## config.mk

```make
export PLATFORM = sky130hd
export DESIGN_NAME = mrc_front
export DESIGN_NICKNAME = d
export VERILOG_FILES = /design/src/rtl/core/mrc_pkg.sv /design/src/rtl/core/mrc_front.sv
export SDC_FILE = /design/constraint.sdc
export NUM_CORES = 1
export LEC_CHECK = 0
export BUFFER_PORTS_ARGS = -buffer_cell sky130_fd_sc_hd__buf_4
export CORE_MARGIN = 2
export CORE_UTILIZATION = 58
export CTS_CLUSTER_SIZE = 30
export DETAILED_ROUTE_END_ITERATION = 8
export MAX_ROUTING_LAYER = met4
export PLACE_DENSITY_LB_ADDON = 0.1
export SLEW_MARGIN = 0
export SYNTH_ARGS = -nofsm -noshare
export SYNTH_HDL_FRONTEND = slang
export SYNTH_SLANG_ARGS = --single-unit
```

## constraint.sdc

```tcl
create_clock -name clock -period 5.9 [get_ports clock]
set_input_delay 1.18 -clock clock [delete_from_list [all_inputs] [get_ports clock]]
set_output_delay 1.18 -clock clock [all_outputs]
set_load 0.02 [all_outputs]
```

## src/rtl/core/mrc_pkg.sv

```systemverilog
// Shared types, constants and the CRC byte update for the Modbus RTU response checker.
package mrc_pkg;

   localparam int unsigned BYTE_W      = 8;
   localparam int unsigned LEN_W       = 9;
   localparam int unsigned WORD_W      = 32;
   localparam int unsigned NUM_WORDS   = 4;
   localparam int unsigned ERR_W       = 16;
   localparam int unsigned CSR_IDX_W   = 2;
   localparam int unsigned RSP_DATA_W  = 176;
   localparam int unsigned REQ_DATA_W  = 8;

   localparam logic [15:0] CRC_INIT       = 16'hFFFF;
   localparam logic [15:0] CRC_POLY_REFL  = 16'hA001;

   // function codes
   localparam logic [7:0] FUNC_READ_HOLDING = 8'h03;
   localparam logic [7:0] FUNC_READ_INPUT   = 8'h04;
   localparam logic [7:0] FUNC_WRITE_SINGLE = 8'h06;
   localparam logic [7:0] FUNC_WRITE_MULTI  = 8'h10;
   localparam logic [7:0] FUNC_READ_WRITE   = 8'h17;

   localparam logic [LEN_W-1:0] FIXED_REPLY_LEN = 9'd8;
   localparam logic [LEN_W-1:0] HEADER_CRC_LEN  = 9'd5;
   localparam logic [LEN_W-1:0] MIN_FRAME_LEN   = 9'd4;

   // register indexes
   localparam logic [CSR_IDX_W-1:0] CSR_SPEED_OFFSET     = 2'd0;
   localparam logic [CSR_IDX_W-1:0] CSR_DIRECTION_OFFSET = 2'd1;
   localparam logic [CSR_IDX_W-1:0] CSR_RAIN_OFFSET      = 2'd2;
   localparam logic [CSR_IDX_W-1:0] CSR_HEADING_OFFSET   = 2'd3;

   localparam logic [BYTE_W-1:0] SPEED_OFFSET_RST     = 8'd3;
   localparam logic [BYTE_W-1:0] DIRECTION_OFFSET_RST = 8'd7;
   localparam logic [BYTE_W-1:0] RAIN_OFFSET_RST      = 8'd11;
   localparam logic [BYTE_W-1:0] HEADING_OFFSET_RST   = 8'd15;

   typedef logic [NUM_WORDS-1:0][WORD_W-1:0] word_set_type;

   // Per-frame summary handed from the front to the back through the queue
   typedef struct packed {
      logic               crc_ok;
      logic [BYTE_W-1:0]  func_code;
      logic [LEN_W-1:0]   expected_len;
      logic [LEN_W-1:0]   received_len;
      word_set_type       words;
   } frame_sum_type;

   // Result layout, lowest bit last
   typedef struct packed {
      logic [3:0]         pad;
      logic [ERR_W-1:0]   error_count;
      logic [WORD_W-1:0]  compass;
      logic [WORD_W-1:0]  precipitation;
      logic [WORD_W-1:0]  wind_direction;
      logic [WORD_W-1:0]  wind_speed;
      logic               values_updated;
      logic [LEN_W-1:0]   received_len;
      logic [LEN_W-1:0]   expected_len;
      logic [BYTE_W-1:0]  func_code;
      logic               crc_ok;
   } rsp_type;

   function automatic logic [15:0] crc16_byte(input logic [15:0] crc,
                                              input logic [BYTE_W-1:0] b);
      logic [15:0] c;
      c = crc ^ {8'h00, b};
      for (int i = 0; i < 8; i++) begin
         if (c[0]) begin
            c = (c >> 1) ^ CRC_POLY_REFL;
         end else begin
            c = c >> 1;
         end
      end
      return c;
   endfunction

endpackage

```

## src/rtl/core/mrc_front.sv

```systemverilog
// Front end: byte intake, running CRC, header decode and word capture per frame.
module mrc_front
   import mrc_pkg::*;
#(
   parameter int unsigned MAX_FRAME_BYTES = 256
) (
   input  logic                  clock,
   input  logic                  reset,
   input  logic                  byte_valid,
   input  logic [BYTE_W-1:0]     byte_data,
   input  logic                  byte_last,
   output logic                  byte_ready,
   input  logic                  csr_valid,
   input  logic [CSR_IDX_W-1:0]  csr_index,
   input  logic [BYTE_W-1:0]     csr_data,
   output logic                  push,
   output frame_sum_type         push_data,
   input  logic                  queue_full
);

   localparam int unsigned IDX_W = $clog2(MAX_FRAME_BYTES + 1);

   logic [15:0]              crc_ff, crc_in;
   logic [IDX_W-1:0]         cnt_ff, cnt_in;
   logic [BYTE_W-1:0]        func_ff, func_in;
   logic [BYTE_W-1:0]        count_ff, count_in;
   word_set_type             words_ff, words_in;
   logic [NUM_WORDS-1:0][BYTE_W-1:0] off_ff;

   logic                     accept;
   logic                     in_frame;
   logic [LEN_W-1:0]         pos;
   logic [15:0]              crc_upd;
   logic [IDX_W-1:0]         cnt_upd;
   logic [BYTE_W-1:0]        func_upd;
   logic [BYTE_W-1:0]        count_upd;
   word_set_type             words_upd;
   logic [LEN_W-1:0]         rel;
   logic [LEN_W-1:0]         expected;

   assign byte_ready = !queue_full;
   assign accept     = byte_valid && byte_ready;
   assign in_frame   = cnt_ff < IDX_W'(MAX_FRAME_BYTES);
   assign pos        = LEN_W'(cnt_ff);

   always_comb begin
      crc_upd   = crc_ff;
      cnt_upd   = cnt_ff;
      func_upd  = func_ff;
      count_upd = count_ff;
      words_upd = words_ff;
      rel       = '0;
      if (in_frame) begin
         crc_upd = crc16_byte(crc_ff, byte_data);
         cnt_upd = cnt_ff + IDX_W'(1);
         if (pos == 9'd1) begin
            func_upd = byte_data;
         end
         if (pos == 9'd2) begin
            count_upd = byte_data;
         end
         // each slot takes the byte into lane order b2,b3,b0,b1
         for (int k = 0; k < NUM_WORDS; k++) begin
            rel = pos - {1'b0, off_ff[k]};
            if (pos >= {1'b0, off_ff[k]} && rel < 9'd4) begin
               case (rel[1:0])
                  2'd0:    words_upd[k][23:16] = byte_data;
                  2'd1:    words_upd[k][31:24] = byte_data;
                  2'd2:    words_upd[k][7:0]   = byte_data;
                  default: words_upd[k][15:8]  = byte_data;
               endcase
            end
         end
      end
   end

   always_comb begin
      unique case (func_upd)
         FUNC_READ_HOLDING, FUNC_READ_INPUT, FUNC_READ_WRITE:
            expected = {1'b0, count_upd} + HEADER_CRC_LEN;
         FUNC_WRITE_SINGLE, FUNC_WRITE_MULTI:
            expected = FIXED_REPLY_LEN;
         default:
            expected = '0;
      endcase
   end

   assign push                   = accept && byte_last;
   assign push_data.crc_ok       = (LEN_W'(cnt_upd) >= MIN_FRAME_LEN) && (crc_upd == 16'h0000);
   assign push_data.func_code    = func_upd;
   assign push_data.expected_len = expected;
   assign push_data.received_len = LEN_W'(cnt_upd);
   assign push_data.words        = words_upd;

   always_comb begin
      crc_in   = crc_ff;
      cnt_in   = cnt_ff;
      func_in  = func_ff;
      count_in = count_ff;
      words_in = words_ff;
      if (accept) begin
         if (byte_last) begin
            // frame done: start over
            crc_in   = CRC_INIT;
            cnt_in   = '0;
            func_in  = '0;
            count_in = '0;
            words_in = '0;
         end else begin
            crc_in   = crc_upd;
            cnt_in   = cnt_upd;
            func_in  = func_upd;
            count_in = count_upd;
            words_in = words_upd;
         end
      end
   end

   always_ff @(posedge clock) begin
      if (reset) begin
         crc_ff   <= CRC_INIT;
         cnt_ff   <= '0;
         func_ff  <= '0;
         count_ff <= '0;
         words_ff <= '0;
         off_ff[0] <= SPEED_OFFSET_RST;
         off_ff[1] <= DIRECTION_OFFSET_RST;
         off_ff[2] <= RAIN_OFFSET_RST;
         off_ff[3] <= HEADING_OFFSET_RST;
      end else begin
         crc_ff   <= crc_in;
         cnt_ff   <= cnt_in;
         func_ff  <= func_in;
         count_ff <= count_in;
         words_ff <= words_in;
         if (csr_valid) begin
            unique case (csr_index)
               CSR_SPEED_OFFSET:     off_ff[0] <= csr_data;
               CSR_DIRECTION_OFFSET: off_ff[1] <= csr_data;
               CSR_RAIN_OFFSET:      off_ff[2] <= csr_data;
               CSR_HEADING_OFFSET:   off_ff[3] <= csr_data;
               default:              ;
            endcase
         end
      end
   end

endmodule

```

==> summary.md <==
| Metric | Value |
|---|---|
| Clk sinks | `201` |
| Syn_area_per_cell | `8.63 µm²` |
| Fin crit share | `0.950` |
| Max-Cap Viols | `0` |
| Resized cells post-CTS | `0` |
| Via Count | `11.2k` |
| Total power draw | `3.27 mW` |
| Synth Instances | `1,411` |
| CTS buffer count | `24` |
| Ports | `181` |
| DP HPWL | `23.0 mm` |
| GRT Total Usage | `0.320` |
| Worst IR Drop VDD | `0.245 mV` |
| Yosys reg bits | `201` |
| Place WS | `0.756 ns` |
| First-pass GRT wire length | `56.0 mm` |
| Multi-input gate area | `7550 µm²` |
| Synth cell types | `68` |
| Outcome | `complete, no violations` |
| RSZ-0062 raised after global routing | `no` |
| Synth Area in Adders | `0.0436` |
| First-pass DRT Iterations | `5` |
| Hold Crit Endpoint | `func_ff[1]$_SDFFE_PP0P_` |
| CTS tree | `built` |
| Postcts setup bufs | `0` |
| Hold path depth | `2` |
| Synth Net Count | `1,475` |
| Avg WL per Cell | `19.5 µm` |
| H-tree Lvls | `1` |
| Main combinational cell family by area after synthesis | `compound AO/OA/AOI/OAI gates` |
| CP max FO | `9` |
| Ys flop type | `dfxtp_1` |
| Worst Path Arrival | `4.43 ns` |
| Number of synthesis warnings | `0` |
| Die span in y | `149 µm` |
| IO Port Bufs | `180` |
| # fillers | `1,682` |
| PwrDens | `226 nW/µm²` |
| Critical path launch point type | `flip-flop` |
| Residual DRC count | `0` |
| Final WL | `35.4 mm` |
| CTS Root Cell | `clkbuf_16` |
| Final RePlAce weighted congestion | `0.948` |
| Post-synthesis compound-gate area fraction | `0.204` |
| Initial DRC Count | `778` |
| Final Critical Period | `5.61 ns` |
| Final Net Count | `1,589` |
| Worst Path Required | `4.72 ns` |
| Max Freq | `178 MHz` |
| Max Buffers Root-to-Sink | `3` |
| Clk pin slew, worst setup/hold paths | `0.06 ns` |
| Worst-Skew Late Latency | `0.52 ns` |
| RR Endpoint | `words_ff[49]$_SDFFE_PP0P_` |
| Grt total ovfl | `0` |
| Layout Skew | `0.00699 ns` |
| Hold slack final | `0.458 ns` |
| Setup TNS | `0 ns` |
| XOR/XNOR share of the synthesized area | `0.0292` |
| Mux share of post-synthesis cell area | `0.144` |
| Final Hold Fails | `0` |
| Core Box Area | `20,800 µm²` |
| Initial antenna violation count | `0` |
| Final setup fails | `0` |
| Area Growth Syn to Fin | `18.7%` |
| Row Count | `53` |
| Layout cells sized above 1 | `0.264` |
| Reg area | `4020 µm²` |
| Worst Setup Slack, final | `0.295 ns` |
| Routed Antenna Nets | `0` |
| R2r worst-path depth | `11` |
| R2R setup slack | `1.64 ns` |
| Most frequent cells in the layout | `dfxtp_1 (201), buf_4 (201), nand2_1 (158)` |
| Hold buffer count at cts | `0` |
| Synth Area in Simple Gates | `0.198` |
| Worst setup path class | `flip-flop to output pin` |
| Hold Path Origin | `func_ff[1]$_SDFFE_PP0P_` |
| Largest net degree at the start of global routing | `66` |
| Lkg Pwr | `6.38 nW` |
| Worst min-delay path category | `flip-flop to flip-flop` |
| Die W | `149 µm` |
| # diodes | `0` |
| Die area | `22,200 µm²` |
| Vias in the first global route | `10.5k` |
| EDFF count, synth | `0` |
| Final core occ | `0.694` |
| Least-Margin Pin Slew | `1.17 ns` |
| RR Startpoint | `cnt_ff[0]$_SDFFE_PP0P_` |
| Max-slew violations | `0` |
| Ys async rst share | `0` |
| Max-slew headroom | `0.221` |
| Register area share after synthesis | `0.330` |
| Crit path capture type | `output pin` |
| Drt via density | `6.16` |
| Effective utilization at floorplan | `0.585` |
| Mapped cell area | `12,200 µm²` |
[Yosys cell counts (all sizes together) (38+ instances only)]
master,number,area (µm²)
nand2,159,597
o21ai,45,236
nor2,85,319
clkbuf,94,353
mux2,138,1550
a22o,57,499
inv,49,184
a31oi,41,257
nand3,59,295
a21oi,42,210
and3,48,300
nand2b,38,238
dfxtp,201,4020
[cell type report]
| class | instances | area share |
|---|---|---|
| Clock inverter | 11 | 0.00952 |
| Inverter | 50 | 0.0130 |
| Timing Repair Buffer | 201 | 0.104 |
| Sequential cell | 201 | 0.278 |
| Clock buffer | 33 | 0.0487 |
| Tap cell | 275 | 0.0238 |
| Multi-Input combinational cell | 1047 | 0.522 |
[flip-flops by register name, summed over array words and instances (netlist names)]
register  flops
cnt_ff        9
count_ff      8
crc_ff       16
func_ff       8
off_ff       32
words_ff    128
[per-stage QoR]
| step | area (µm²) | std cells |
|---|---|---|
| after global routing | 14500 | 1818 |
| after floorplan | 12200 | 1411 |
| after CTS | 14500 | 1818 |
| after detailed placement | 13600 | 1774 |
| final | 14500 | 1818 |
| after global placement | 13600 | 1774 |
[cell families after synthesis]
kind of cell               Yosys count
adders and majority gates           40
buffers and inverters              163
and+or+nand+nor                    482
DFF                                201
xor gates and xnor gates            39
AOI/OAI and AO/OA                  328
muxes                              158
[power breakdown]
group          leakage [nW]  total [mW]  switching [mW]  internal, mW
logic                  4.35       0.334           0.224         0.109
clock network         0.401        1.54           0.615         0.929
registers              1.62        1.39          0.0143          1.38
[how the worst max path moves through the flow]
stage	start	end
after floorplan	cnt_ff[0]$_SDFFE_PP0P_	push_data[30]
after global placement	cnt_ff[0]$_SDFFE_PP0P_	push_data[94]
after detailed placement	cnt_ff[0]$_SDFFE_PP0P_	push_data[95]
after global routing	cnt_ff[1]$_SDFFE_PP0P_	push_data[22]
final	cnt_ff[0]$_SDFFE_PP0P_	push_data[95]
after CTS	cnt_ff[0]$_SDFFE_PP0P_	push_data[95]
[metal layers]
layer,up-vias,part of all wire,track usage,wire length (µm)
met4,0,0.029,0.0990,1020
met1,5338,0.43,0.430,15200
met5,-,0,-,0
li1,5366,-,-,-
met3,78,0.076,0.0453,2690
met2,420,0.47,0.503,16600
[worst max-delay path, stage by stage (launching register included)]
cell and delay [ns]:
dfxtp_1 0.43, inv_1 0.16, ha_1 0.24, inv_1 0.07, fa_1 0.21, nand3_1 0.12, a221o_1 0.32, a221oi_1 0.30
or4b_1 0.77, a2111oi_4 0.69, mux2_2 0.42, buf_4 0.16
No activity file was read; power rests on OpenSTA's default activity.
